$ cat src/hdl/cbm_pkg.sv
// Shared types and constants of the cartridge bank mapper.
package cbm_pkg;

    // Item kinds on the input side
    localparam logic [2:0] MODE_CPU_RD = 3'd0;
    localparam logic [2:0] MODE_CPU_WR = 3'd1;
    localparam logic [2:0] MODE_PPU_RD = 3'd2;
    localparam logic [2:0] MODE_PPU_WR = 3'd3;
    localparam logic [2:0] MODE_TICK   = 3'd4;

    // Target memory codes on the output side
    localparam logic [2:0] TGT_NONE    = 3'd0;
    localparam logic [2:0] TGT_PRG_ROM = 3'd1;
    localparam logic [2:0] TGT_PRG_RAM = 3'd2;
    localparam logic [2:0] TGT_CHR     = 3'd3;
    localparam logic [2:0] TGT_VRAM    = 3'd4;

    // Configuration register indexes
    localparam logic [1:0] CFG_PRG_COUNT   = 2'd0;
    localparam logic [1:0] CFG_CHR_COUNT   = 2'd1;
    localparam logic [1:0] CFG_CHR_IS_RAM  = 2'd2;
    localparam logic [1:0] CFG_MIRROR_INIT = 2'd3;

    // Mapper register groups, selected by address bits 14:13
    localparam logic [1:0] GRP_BANK   = 2'd0;
    localparam logic [1:0] GRP_MIRROR = 2'd1;
    localparam logic [1:0] GRP_IRQ    = 2'd2;
    localparam logic [1:0] GRP_IRQ_EN = 2'd3;

    localparam int PRG_CNT_W     = 7;
    localparam int CHR_CNT_W     = 9;
    localparam int MAX_PRG_BANKS = 64;
    localparam int MAX_CHR_BANKS = 256;
    localparam int BANK_W        = 8;
    localparam int DIV_W         = 2 * BANK_W;
    localparam int STEP_W        = 3;
    localparam int IRQ_IDLE_FIRST = 240;
    localparam int IRQ_IDLE_LAST  = 260;

    typedef enum logic [1:0] {
        ST_IDLE,
        ST_DIVIDE,
        ST_LOAD
    } state_t;

    typedef struct packed {
        logic accept;
        logic step;
        logic load;
    } cmd_t;

    typedef struct packed {
        logic need_div;
        logic div_last;
    } status_t;

endpackage

$ cat src/hdl/cartridge_bank_mapper_irq_unit.sv
// Top level of the cartridge bank mapper with scanline interrupt counter.
//
// Input channel (s_*): one transfer per bus access or scanline tick. s_tuser
// carries the item kind, s_tdata the address, write byte, scanline and the
// rendering flag. Output channel (m_*): one transfer per accepted item with
// the target memory in m_tuser and offset, write strobe, write byte,
// read-zero flag and interrupt level in m_tdata.
// Configuration: cfg_wr_en writes register cfg_index (0 program bank count,
// 1 pattern bank count, 2 pattern memory is RAM, 3 reset mirroring) with
// cfg_wdata; write only while the block is idle.
// Items that hit a banked window (program ROM, pattern memory) pass through
// the divide state, since the bank number is reduced modulo the bank count by
// an 8-step restoring remainder unit, one bit per cycle; all other items go
// straight to the load state. One item is in work at a time, so a new item is
// taken only after the last one has been loaded into the output register.
// Register writes and ticks take effect at the input transfer; the irq bit
// reports the line after the item.
// Reset clears all mapper registers and loads the default configuration.
// A stalled receiver holds the result in the output register; a new item may
// be taken meanwhile and waits in the load stage until the register frees.
module cartridge_bank_mapper_irq_unit
(
    input  logic        clk,
    input  logic        rst_n,
    // Configuration port
    input  logic        cfg_wr_en,
    input  logic [1:0]  cfg_index,
    input  logic [8:0]  cfg_wdata,
    // Input stream
    input  logic        s_tvalid,
    output logic        s_tready,
    input  logic [39:0] s_tdata,   // address[15:0], data[23:16], scanline[32:24], rendering[33]
    input  logic [2:0]  s_tuser,   // mode[2:0]
    // Output stream
    output logic        m_tvalid,
    input  logic        m_tready,
    output logic [31:0] m_tdata,   // mem_address[18:0], write_enable[19], write_data[27:20],
                                   // read_zero[28], irq[29]
    output logic [2:0]  m_tuser    // target[2:0]
);

    cbm_pkg::cmd_t    cmd;
    cbm_pkg::status_t status;

    // Sequencer: accept, iterate the remainder, load the output register
    cbm_ctrl u_ctrl
    (
        .clk      (clk),
        .rst_n    (rst_n),
        .s_tvalid (s_tvalid),
        .s_tready (s_tready),
        .m_tvalid (m_tvalid),
        .m_tready (m_tready),
        .status   (status),
        .cmd      (cmd)
    );

    // Mapper registers, address translation and result register
    cbm_datapath u_datapath
    (
        .clk       (clk),
        .rst_n     (rst_n),
        .cmd       (cmd),
        .status    (status),
        .cfg_wr_en (cfg_wr_en),
        .cfg_index (cfg_index),
        .cfg_wdata (cfg_wdata),
        .s_tdata   (s_tdata),
        .s_tuser   (s_tuser),
        .m_tdata   (m_tdata),
        .m_tuser   (m_tuser)
    );

`ifndef SYNTH
    // An accepted item occupies the block: no second transfer on the next edge
    assert property (@(posedge clk) disable iff (!rst_n)
        (s_tvalid && s_tready) |=> !s_tready)
        else $error("input taken twice in a row");

    // A result with no target never carries a write strobe
    assert property (@(posedge clk) disable iff (!rst_n)
        (m_tvalid && m_tuser == cbm_pkg::TGT_NONE) |-> !m_tdata[19])
        else $error("write strobe without target");

    // Read-zero only on a result with no target
    assert property (@(posedge clk) disable iff (!rst_n)
        (m_tvalid && m_tdata[28]) |-> (m_tuser == cbm_pkg::TGT_NONE))
        else $error("read-zero with a target");
`endif

endmodule

$ cat src/hdl/cbm_ctrl.sv
// Controller state machine of the cartridge bank mapper.
module cbm_ctrl
(
    input  logic            clk,
    input  logic            rst_n,
    input  logic            s_tvalid,
    output logic            s_tready,
    output logic            m_tvalid,
    input  logic            m_tready,
    input  cbm_pkg::status_t status,
    output cbm_pkg::cmd_t    cmd
);

    cbm_pkg::state_t state_reg;
    cbm_pkg::state_t state_next;
    logic            out_valid_reg;
    logic            out_valid_next;
    logic            out_free;

    assign out_free = !out_valid_reg || m_tready;

    always_comb
    begin
        state_next = state_reg;
        unique case (state_reg)
            cbm_pkg::ST_IDLE:
            begin
                if (s_tvalid)
                begin
                    state_next = status.need_div ? cbm_pkg::ST_DIVIDE : cbm_pkg::ST_LOAD;
                end
            end
            cbm_pkg::ST_DIVIDE:
            begin
                if (status.div_last)
                begin
                    state_next = cbm_pkg::ST_LOAD;
                end
            end
            cbm_pkg::ST_LOAD:
            begin
                if (out_free)
                begin
                    state_next = cbm_pkg::ST_IDLE;
                end
            end
            default:
            begin
                state_next = cbm_pkg::ST_IDLE;
            end
        endcase
    end

    always_comb
    begin
        cmd      = '0;
        s_tready = 1'b0;
        unique case (state_reg)
            cbm_pkg::ST_IDLE:
            begin
                s_tready   = 1'b1;
                cmd.accept = s_tvalid;
            end
            cbm_pkg::ST_DIVIDE:
            begin
                cmd.step = 1'b1;
            end
            cbm_pkg::ST_LOAD:
            begin
                cmd.load = out_free;
            end
            default:
            begin
                cmd = '0;
            end
        endcase
    end

    // Hold the result until taken; a new load may replace one being taken
    assign out_valid_next = cmd.load ? 1'b1 : (m_tready ? 1'b0 : out_valid_reg);
    assign m_tvalid       = out_valid_reg;

    always_ff @(posedge clk or negedge rst_n)
    begin
        if (!rst_n)
        begin
            state_reg     <= cbm_pkg::ST_IDLE;
            out_valid_reg <= 1'b0;
        end
        else
        begin
            state_reg     <= state_next;
            out_valid_reg <= out_valid_next;
        end
    end

endmodule

$ cat src/hdl/cbm_datapath.sv
// Datapath of the cartridge bank mapper: registers, decode, bank modulo and result.
module cbm_datapath
(
    input  logic             clk,
    input  logic             rst_n,
    input  cbm_pkg::cmd_t    cmd,
    output cbm_pkg::status_t status,
    input  logic             cfg_wr_en,
    input  logic [1:0]       cfg_index,
    input  logic [8:0]       cfg_wdata,
    input  logic [39:0]      s_tdata,
    input  logic [2:0]       s_tuser,
    output logic [31:0]      m_tdata,
    output logic [2:0]       m_tuser
);

    // Configuration
    logic [cbm_pkg::PRG_CNT_W-1:0] prg_count_reg;
    logic [cbm_pkg::CHR_CNT_W-1:0] chr_count_reg;
    logic                          chr_is_ram_reg;

    // Mapper state
    logic [7:0] bank_select_reg;
    logic [7:0] bank_regs_reg [8];
    logic       mirror_h_reg;
    logic       ram_enable_reg;
    logic       ram_writable_reg;
    logic [7:0] irq_counter_reg;
    logic [7:0] irq_reload_reg;
    logic       irq_enable_reg;
    logic       irq_line_reg;

    // Item under work
    logic [2:0]                       tgt_reg;
    logic [12:0]                      low_reg;
    logic                             we_reg;
    logic [7:0]                       wd_reg;
    logic                             rz_reg;
    logic [cbm_pkg::BANK_W-1:0]       rem_reg;
    logic [cbm_pkg::DIV_W-1:0]        div_reg;
    logic [cbm_pkg::STEP_W-1:0]       cnt_reg;

    // Result
    logic [2:0]  out_tgt_reg;
    logic [18:0] out_addr_reg;
    logic        out_we_reg;
    logic [7:0]  out_wd_reg;
    logic        out_rz_reg;
    logic        out_irq_reg;

    // Input fields
    logic [2:0]  mode;
    logic [15:0] address;
    logic [7:0]  data;
    logic [8:0]  scanline;
    logic        rendering;

    assign mode      = s_tuser;
    assign address   = s_tdata[15:0];
    assign data      = s_tdata[23:16];
    assign scanline  = s_tdata[32:24];
    assign rendering = s_tdata[33];

    // Clamped bank counts
    logic [cbm_pkg::PRG_CNT_W-1:0] prg_n;
    logic [cbm_pkg::CHR_CNT_W-1:0] chr_n;
    logic [cbm_pkg::PRG_CNT_W-1:0] prg_last;
    logic [cbm_pkg::PRG_CNT_W-1:0] prg_second;

    always_comb
    begin
        if (prg_count_reg == '0)
            prg_n = cbm_pkg::PRG_CNT_W'(1);
        else if (prg_count_reg > cbm_pkg::PRG_CNT_W'(cbm_pkg::MAX_PRG_BANKS))
            prg_n = cbm_pkg::PRG_CNT_W'(cbm_pkg::MAX_PRG_BANKS);
        else
            prg_n = prg_count_reg;
        if (chr_count_reg == '0)
            chr_n = cbm_pkg::CHR_CNT_W'(1);
        else if (chr_count_reg > cbm_pkg::CHR_CNT_W'(cbm_pkg::MAX_CHR_BANKS))
            chr_n = cbm_pkg::CHR_CNT_W'(cbm_pkg::MAX_CHR_BANKS);
        else
            chr_n = chr_count_reg;
        prg_last   = prg_n - cbm_pkg::PRG_CNT_W'(1);
        prg_second = (prg_last != '0) ? prg_last - cbm_pkg::PRG_CNT_W'(1) : prg_last;
    end

    // Window bank choice
    logic [7:0] prg_bank;
    logic [7:0] chr_bank;
    logic [2:0] chr_win;
    logic [7:0] chr_pair;

    always_comb
    begin
        case (address[14:13])
            2'd0:    prg_bank = bank_select_reg[6] ? 8'(prg_second) : bank_regs_reg[6];
            2'd1:    prg_bank = bank_regs_reg[7];
            2'd2:    prg_bank = bank_select_reg[6] ? bank_regs_reg[6] : 8'(prg_second);
            default: prg_bank = 8'(prg_last);
        endcase
        chr_win  = address[12:10] ^ {bank_select_reg[7], 2'b00};
        chr_pair = bank_regs_reg[{2'b00, chr_win[1]}];
        if (!chr_win[2])
            chr_bank = chr_win[0] ? (chr_pair | 8'h01) : (chr_pair & 8'hFE);
        else
            chr_bank = bank_regs_reg[3'(chr_win[1:0]) + 3'd2];
    end

    // Decode of the offered item
    logic [2:0]               tgt_acc;
    logic [12:0]              low_acc;
    logic                     we_acc;
    logic [7:0]               wd_acc;
    logic                     rz_acc;
    logic [7:0]               bank_acc;
    logic [cbm_pkg::DIV_W-1:0] div_acc;
    logic [10:0]              nt_off;

    assign nt_off = mirror_h_reg ? {address[11], address[9:0]} : address[10:0];

    always_comb
    begin
        tgt_acc  = cbm_pkg::TGT_NONE;
        low_acc  = '0;
        we_acc   = 1'b0;
        wd_acc   = '0;
        rz_acc   = 1'b0;
        bank_acc = '0;
        div_acc  = '0;
        unique case (mode)
            cbm_pkg::MODE_CPU_RD:
            begin
                if (!address[15])
                begin
                    if (ram_enable_reg)
                    begin
                        tgt_acc = cbm_pkg::TGT_PRG_RAM;
                        low_acc = address[12:0];
                    end
                    else
                    begin
                        rz_acc = 1'b1;
                    end
                end
                else
                begin
                    tgt_acc  = cbm_pkg::TGT_PRG_ROM;
                    low_acc  = address[12:0];
                    bank_acc = prg_bank;
                    div_acc  = {2'b00, prg_n, 7'b0};
                end
            end
            cbm_pkg::MODE_CPU_WR:
            begin
                wd_acc = data;
                if (!address[15] && address[14:13] == 2'b11 && ram_writable_reg)
                begin
                    tgt_acc = cbm_pkg::TGT_PRG_RAM;
                    low_acc = address[12:0];
                    we_acc  = 1'b1;
                end
            end
            cbm_pkg::MODE_PPU_RD,
            cbm_pkg::MODE_PPU_WR:
            begin
                if (mode == cbm_pkg::MODE_PPU_WR)
                    wd_acc = data;
                if (address[13])
                begin
                    tgt_acc = cbm_pkg::TGT_VRAM;
                    low_acc = {2'b00, nt_off};
                    we_acc  = (mode == cbm_pkg::MODE_PPU_WR);
                end
                else
                begin
                    tgt_acc  = cbm_pkg::TGT_CHR;
                    low_acc  = {3'b000, address[9:0]};
                    bank_acc = chr_bank;
                    div_acc  = {chr_n, 7'b0};
                    we_acc   = (mode == cbm_pkg::MODE_PPU_WR) && chr_is_ram_reg;
                end
            end
            default:
            begin
                tgt_acc = cbm_pkg::TGT_NONE;
            end
        endcase
    end

    assign status.need_div = (tgt_acc == cbm_pkg::TGT_PRG_ROM) || (tgt_acc == cbm_pkg::TGT_CHR);
    assign status.div_last = (cnt_reg == '0);

    // Register write and tick decode
    logic       reg_wr;
    logic       tick_run;
    logic [2:0] sel_r;
    logic [7:0] bank_wval;

    assign reg_wr   = cmd.accept && (mode == cbm_pkg::MODE_CPU_WR) && address[15];
    assign tick_run = cmd.accept && (mode == cbm_pkg::MODE_TICK) && rendering
                      && !(scanline >= 9'(cbm_pkg::IRQ_IDLE_FIRST)
                           && scanline <= 9'(cbm_pkg::IRQ_IDLE_LAST));
    assign sel_r    = bank_select_reg[2:0];

    always_comb
    begin
        if (sel_r < 3'd2)
            bank_wval = data & 8'hFE;
        else if (sel_r >= 3'd6)
            bank_wval = data & 8'h3F;
        else
            bank_wval = data;
    end

    always_ff @(posedge clk or negedge rst_n)
    begin
        if (!rst_n)
        begin
            prg_count_reg    <= cbm_pkg::PRG_CNT_W'(2);
            chr_count_reg    <= cbm_pkg::CHR_CNT_W'(8);
            chr_is_ram_reg   <= 1'b0;
            bank_select_reg  <= '0;
            for (int i = 0; i < 8; i++)
                bank_regs_reg[i] <= '0;
            mirror_h_reg     <= 1'b0;
            ram_enable_reg   <= 1'b0;
            ram_writable_reg <= 1'b0;
            irq_counter_reg  <= '0;
            irq_reload_reg   <= '0;
            irq_enable_reg   <= 1'b0;
            irq_line_reg     <= 1'b0;
            cnt_reg          <= '0;
        end
        else
        begin
            if (cfg_wr_en)
            begin
                unique case (cfg_index)
                    cbm_pkg::CFG_PRG_COUNT:   prg_count_reg  <= cfg_wdata[6:0];
                    cbm_pkg::CFG_CHR_COUNT:   chr_count_reg  <= cfg_wdata;
                    cbm_pkg::CFG_CHR_IS_RAM:  chr_is_ram_reg <= cfg_wdata[0];
                    cbm_pkg::CFG_MIRROR_INIT: mirror_h_reg   <= cfg_wdata[0];
                    default:                  chr_is_ram_reg <= chr_is_ram_reg;
                endcase
            end
            if (reg_wr)
            begin
                unique case (address[14:13])
                    cbm_pkg::GRP_BANK:
                    begin
                        if (!address[0])
                            bank_select_reg <= data;
                        else
                            bank_regs_reg[sel_r] <= bank_wval;
                    end
                    cbm_pkg::GRP_MIRROR:
                    begin
                        if (!address[0])
                        begin
                            mirror_h_reg <= data[0];
                        end
                        else
                        begin
                            ram_enable_reg   <= data[7];
                            ram_writable_reg <= data[7] && !data[6];
                        end
                    end
                    cbm_pkg::GRP_IRQ:
                    begin
                        if (!address[0])
                            irq_reload_reg <= data;
                        else
                            irq_counter_reg <= '0;
                    end
                    default:
                    begin
                        if (!address[0])
                        begin
                            irq_enable_reg <= 1'b0;
                            irq_line_reg   <= 1'b0;
                        end
                        else
                        begin
                            irq_enable_reg <= 1'b1;
                        end
                    end
                endcase
            end
            if (tick_run)
            begin
                if (irq_counter_reg == '0)
                begin
                    irq_counter_reg <= irq_reload_reg;
                end
                else
                begin
                    irq_counter_reg <= irq_counter_reg - 8'd1;
                    if (irq_counter_reg == 8'd1 && irq_enable_reg)
                        irq_line_reg <= 1'b1;
                end
            end
            if (cmd.accept)
                cnt_reg <= '1;
            else if (cmd.step)
                cnt_reg <= cnt_reg - cbm_pkg::STEP_W'(1);
        end
    end

    // Restoring remainder: one quotient bit a cycle, divisor shifts down
    always_ff @(posedge clk)
    begin
        if (cmd.accept)
        begin
            tgt_reg <= tgt_acc;
            low_reg <= low_acc;
            we_reg  <= we_acc;
            wd_reg  <= wd_acc;
            rz_reg  <= rz_acc;
            rem_reg <= bank_acc;
            div_reg <= div_acc;
        end
        else if (cmd.step)
        begin
            if ({{cbm_pkg::BANK_W{1'b0}}, rem_reg} >= div_reg)
                rem_reg <= rem_reg - div_reg[cbm_pkg::BANK_W-1:0];
            div_reg <= div_reg >> 1;
        end
    end

    logic [18:0] maddr;

    always_comb
    begin
        case (tgt_reg)
            cbm_pkg::TGT_PRG_ROM: maddr = {rem_reg[5:0], low_reg};
            cbm_pkg::TGT_CHR:     maddr = {1'b0, rem_reg, low_reg[9:0]};
            default:              maddr = {6'b0, low_reg};
        endcase
    end

    always_ff @(posedge clk)
    begin
        if (cmd.load)
        begin
            out_tgt_reg  <= tgt_reg;
            out_addr_reg <= maddr;
            out_we_reg   <= we_reg;
            out_wd_reg   <= wd_reg;
            out_rz_reg   <= rz_reg;
            out_irq_reg  <= irq_line_reg;
        end
    end

    assign m_tuser = out_tgt_reg;
    assign m_tdata = {2'b00, out_irq_reg, out_rz_reg, out_wd_reg, out_we_reg, out_addr_reg};

endmodule
$ cat config.mk
export PLATFORM = sky130hd
export DESIGN_NAME = cartridge_bank_mapper_irq_unit
export DESIGN_NICKNAME = d
export VERILOG_FILES = /design/src/hdl/cbm_pkg.sv /design/src/hdl/cartridge_bank_mapper_irq_unit.sv /design/src/hdl/cbm_ctrl.sv /design/src/hdl/cbm_datapath.sv
export SDC_FILE = /design/constraint.sdc
export NUM_CORES = 1
export LEC_CHECK = 0
export ABC_AREA = 0
export BUFFER_PORTS_ARGS = -buffer_cell sky130_fd_sc_hd__buf_2
export CAP_MARGIN = 15
export CELL_PAD_IN_SITES_DETAIL_PLACEMENT = 0
export CELL_PAD_IN_SITES_GLOBAL_PLACEMENT = 2
export CORE_AREA = 2 2 179 129
export CTS_CLUSTER_DIAMETER = 40
export DETAILED_ROUTE_END_ITERATION = 6
export DIE_AREA = 0 0 181 131
export PLACE_DENSITY_LB_ADDON = 0.1
export RECOVER_POWER = 100
export SLEW_MARGIN = 20
export SYNTH_ARGS = -nofsm -noshare
export SYNTH_HDL_FRONTEND = slang
export SYNTH_SLANG_ARGS = --single-unit
$ cat constraint.sdc
create_clock -name clk -period 7 [get_ports clk]
set_input_delay 1.4 -clock clk [delete_from_list [all_inputs] [get_ports clk]]
set_output_delay 1.4 -clock clk [all_outputs]
set_load 0.005 [all_outputs]
After elaboration in Yosys (flattened, before gate mapping)

Cells that the tools add are included.

Bitwise logic cells: 7
Divide/modulo/power cells: 0
Reduce and logical (&&, ||, !) cells: 47
Muxes and demuxes: 80
Shift operators: 0
$lt $le $gt $ge: 11
Multipliers: 0
Add/sub/neg operators: 6
Eq/ne operators: 20

Operator list:

| operator                                                 | number |
|---|---|
| 2-to-1 mux 8 bit                                         | 21 |
| bitwise mux 64 bit                                       | 1 |
| binary-select mux 8 bit (select 3 bit)                   | 2 |
| 2-to-1 mux 16 bit                                        | 3 |
| 2-to-1 mux 13 bit                                        | 3 |
| one-hot mux 13 bit (3 select lines)                      | 1 |
| one-hot mux 19 bit (2 select lines)                      | 1 |
| one-hot mux 16 bit (2 select lines)                      | 1 |
| one-hot mux 8 bit (2 select lines)                       | 2 |
| demux 8 bit (select 3 bit)                               | 1 |
| one-hot mux 8 bit (3 select lines)                       | 1 |
| 2-to-1 mux 1 bit                                         | 22 |
| 2-to-1 mux 11 bit                                        | 2 |
| 2-to-1 mux 7 bit                                         | 3 |
| 2-to-1 mux 9 bit                                         | 2 |
| AND reduction 3 bit                                      | 6 |
| greater-or-equal comparator 8 x 16 -> 1 bit              | 1 |
| 2-to-1 mux 14 bit                                        | 1 |
| 2-to-1 mux 2 bit                                         | 7 |
| subtractor 7 x 1 -> 7 bit, second input constant         | 2 |
| == test 3 x 2 -> 1 bit, second input constant            | 4 |
| greater-or-equal comparator 4 bit, second input constant | 3 |
| logical AND 1 bit                                        | 12 |
| nonzero test 2 bit                                       | 6 |
| 37 further kinds                                         | 63 |

Latch bits: 0
Logic and storage cells: 206
Memory bits (read-only): 0
Register bits: 199
Bits in writable memories: 0
Input port bits: 59
Memories kept: 0

Depth between registers and ports, before layout

Depth after elaboration: 11
Gate-level depth with buffers: 12
Mapped depth without buffers: 11

By module

From an unflattened synthesis, not the netlist that was laid out.

Cell total of the unflattened synthesis: 786
Area total of the unflattened synthesis: 9555.4 um^2

By module, submodules not included:

| module       | sequential area each (um^2) | area each (um^2) | cells each | times used |
|---|---|---|---|---|
| cbm_datapath | 5197.5                      | 9375.2           | 767        | 1 |
| cbm_ctrl     | 75.1                        | 180.2            | 19         | 1 |

Worst setup path after synthesis

No wires, ideal clock.

Kind: input to register
Start: input s_tvalid
End: register u_datapath.bank_regs_reg[24] (netlist bit)
Buffers on the path: 2
Arrival time: 3.510 ns
Stages on the path: 9
Setup slack: 3.365 ns
Required time: 6.875 ns
Cells stage by stage: or3b_1 buf_6 clkinv_4 and4_4 nand2_1 or4_1 buf_6 nor3b_4 mux2_2

Word-level cells in the longest chain between the ends: 4

Ends and longest elaborated chain:

| element                        | line                                 | source |
|---|---|---|
| start, declared                | cartridge_bank_mapper_irq_unit.sv:30 | `input logic s_tvalid,` |
| 2-to-1 mux 1 bit               | cbm_ctrl.sv:58                       | `unique case (state_reg)` |
| logical AND 1 bit (2 in a row) | cbm_datapath.sv:200                  | `assign reg_wr = cmd.accept && (mode == cbm_pkg::MODE_CPU_WR) && address[15];` |
| AND reduction 3 bit (no line)  | -                                    |  |
| end signal, assigned by index  | cbm_datapath.sv:255                  | `bank_regs_reg[sel_r] <= bank_wval;` |
| end, declared                  | cbm_datapath.sv:24                   | `logic [7:0] bank_regs_reg [8];` |

No other way between the ends.
A chain may end at the register's enable or synchronous reset.

Worst setup path after layout

Start: input s_tvalid
End: register u_datapath.bank_regs_reg[61] (netlist bit)

Same word-level chain as after synthesis.

==> out/metrics.yaml <==
floorplan:
  die_h_um: 131
  core-area_mm2: 0.0221
  die_area_mm2: 0.0237
  start_util: 0.421
  placementRows: 46
  die-width_um: 181
  num_io_pins: 96
layout:
  final_cell_mix: "109 x dfrtp_1, 90 x mux2_2, 83 x edfxtp_1, 64 x nor2_1, 55 x buf_2"
  final_cells: 1146
  layout-drive-gt1-share: 0.234
  postLayoutCellArea_mm2: 0.0105
  largest_reg_flops: 62
  num-nets-final: 922
  layout_commonest_cell: "dfrtp_1"
  antenna_cells: 0
  area_delta_synth_final_pct: 12.6
synthesis:
  ys_types: 70
  syn_area_mm2: 0.00931
  synth-main-ff-cell: "dfrtp_1"
  avgSynthCellArea_um2: 12.1
  postSynthCellCount: 771
  ys_seq_elements: 194
  synth_warnings: 0
  synth-edff-count: 83
  ys_async_sr_fraction: 0.572
  yosysSeqAreaShare: 0.567
timing:
  post-route-period-util: 0.757
  skew_ps: 13.0
  relSlewSlack: -1.46
  tns_ps: 0
  worst_pin_slew_ps: 3690
  hold_viol_final: 0
  setup_viol: 0
  fin_crit_ps: 5300
  fmax_mhz: 189
  drv_slew: 146
  rsz0062_at_grt: "false"
flow_run:
  drv_cap: 3
placement:
  dpl-instance-area_mm2: 0.00997
  portBuffers: 87
  gp_congestion: 0.856
  dp.cells: 1114
  dp.final_hpwl_um: 16900
global_route:
  use_met3: 0.0421
  use_met2: 0.309
  grt_antenna_before_repair: 0
  grt_use_met1: 0.308
  top_usage_layer: "met2"
  grt_util_all_layers: 0.205
  grt_overflow: 0
  grt_first_pass_wirelength_um: 36500
  grt_max_degree: 68
  grt_pass1_vias: 6426
worst_setup_path:
  path_max_fanout: 43
  slowest_delay_ps: 1060
  worstPathArrival_ps: 5610
  worstSetupEndpointType: "register"
  critPathLaunch: "s_tvalid"
  startpoint_type: "input port"
  ff2ff_setup_slack_ps: 2310
  required_ps: 7310
  critical_path_class: "input port to register"
  critPathSlowestCell: "clkinvlp_2"
  r2r_start: "u_ctrl.state_reg[1]$_DFFE_PN0P_"
  path_cells: "clkbuf_1 -> or3b_1 -> buf_4 -> clkinvlp_2 -> and4_1 -> nand2_1 -> or4_1 -> nor3_1 -> mux2_2"
worst_hold_path:
  min_from: "u_datapath.low_reg[4]$_SDFFCE_PP0P_"
  hold_class: "register to register"
clock_tree:
  clkLatencyLatePin_ps: 440
  post_cts_resized: 0
  clock-sinks: 194
  htree_levels: 4
  clockBufferDepth: 2
  holdBufCountCts: 0
  cts_setup_buffers: 0
  tritoncts: "built"
  path_clk_slew_ps: 80
  cts_buffers: 17
  root_buffer: "clkbuf_16"
detailed_routing:
  drt_iter0_markers: 424
  routedWlPerCell_um: 20.0
  wirelength_um: 23000
  vias_per_cell: 5.51
  drc_errors: 0
  vias: 6317
  dr.pass1.iters: 7
  ant_nets: 0
status:
  status: "finished with violations"
  violations: "capacitance limit, slew limit"
power:
  leakage_nw: 4.41
  power_density_mw_per_mm2: 322
  peakVddDrop_mv: 0.163
-- area by class of cell --
cell class / count / area (um2)
sequential: 194 / 5270
inverter: 32 / 121
multi-input combinational: 507 / 3710
clock buffer: 17 / 425
tap: 288 / 360
fill: 2041 / 11600
timing repair buffer: 93 / 429
clock inverter: 15 / 160
-- final timing paths --
kind | end | depth (start not counted)
setup / recovery | u_datapath.bank_regs_reg[61]$_DFFE_PN0P_ | 9
hold / removal | u_datapath.out_addr_reg[4]$_DFFE_PP_ | 0
setup reg to reg | u_datapath.bank_regs_reg[61]$_DFFE_PN0P_ | 8
hold reg to reg | u_datapath.out_addr_reg[4]$_DFFE_PP_ | 0
max in group asynchronous | u_datapath.irq_reload_reg[4]$_DFFE_PN0P_ | 2
min in group asynchronous | u_datapath.chr_count_reg[4]$_DFFE_PN0P_ | 1
-- worst max-delay path: cells and delay by family --
| kind | cells | cell delay (ps) |
|---|---|---|
| and+or+nand+nor | 5 | 2360 |
| muxes | 1 | 420 |
| buffers and inverters | 3 | 1400 |
-- cell usage after synthesis, drive strengths merged, types with 3 or more instances --
library cell  count  area share
a22oi             5      0.0040
inv              31       0.013
edfxtp           83        0.27
or3               6      0.0040
and3              6      0.0040
nand3b            4      0.0032
or4               4      0.0032
nor4              9      0.0061
nor2             65       0.026
nand4             3      0.0020
mux4              7       0.017
dfrtp           109        0.29
a21o              3      0.0024
o22ai             4      0.0027
o21ai            48       0.026
and4              4      0.0040
o31a              4      0.0038
nand2            45       0.018
nor3             21       0.013
nand3             5      0.0027
or4b              4      0.0043
and2             10      0.0067
nand2b           11      0.0074
a211oi            8      0.0065
o211ai            4      0.0032
clkbuf           23      0.0093
nor2b            19       0.013
buf              16       0.010
ha               17       0.023
mux2i            17       0.018
xnor2             4      0.0038
nor3b            10       0.010
a21oi            32       0.017
o41ai             3      0.0028
mux2             92        0.11
-- logic make-up after synthesis --
group,count (synthesis),share of synthesized area
simple gates,231,0.133
flops,194,0.567
other cells,1,0.000403
mux,116,0.147
xor+xnor,6,0.00565
buf+inv,71,0.0328
fa+ha+maj,18,0.0250
compound gates,134,0.0898
-- power breakdown --
group          switching (mW)  internal, mW  leakage, nW
Sequential              0.130          1.43         2.27
Combinational           0.534         0.320         1.87
Clock                   0.487         0.479        0.278
Total                    1.15          2.23         4.41
-- metrics by stage --
| stage | power [mW] | setup slack, ps | hold slack [ps] | util |
|---|---|---|---|---|
| after floorplan | 2.12 | 3370 | 400 | - |
| after global placement | 2.40 | 2570 | 403 | 0.451 |
| after detailed placement | 2.43 | 2540 | 406 | 0.451 |
| after CTS | 3.39 | 2870 | 415 | 0.478 |
| after global routing | 3.58 | 1370 | 434 | 0.474 |
| final | 3.38 | 1700 | 420 | 0.474 |
-- routing by layer --
layer	wire length, um	part of all wire
met1	11900	0.52
met5	0	0
met3	1130	0.049
met2	9770	0.43
met4	171	0.0074
(Power assumes the default switching activity.)
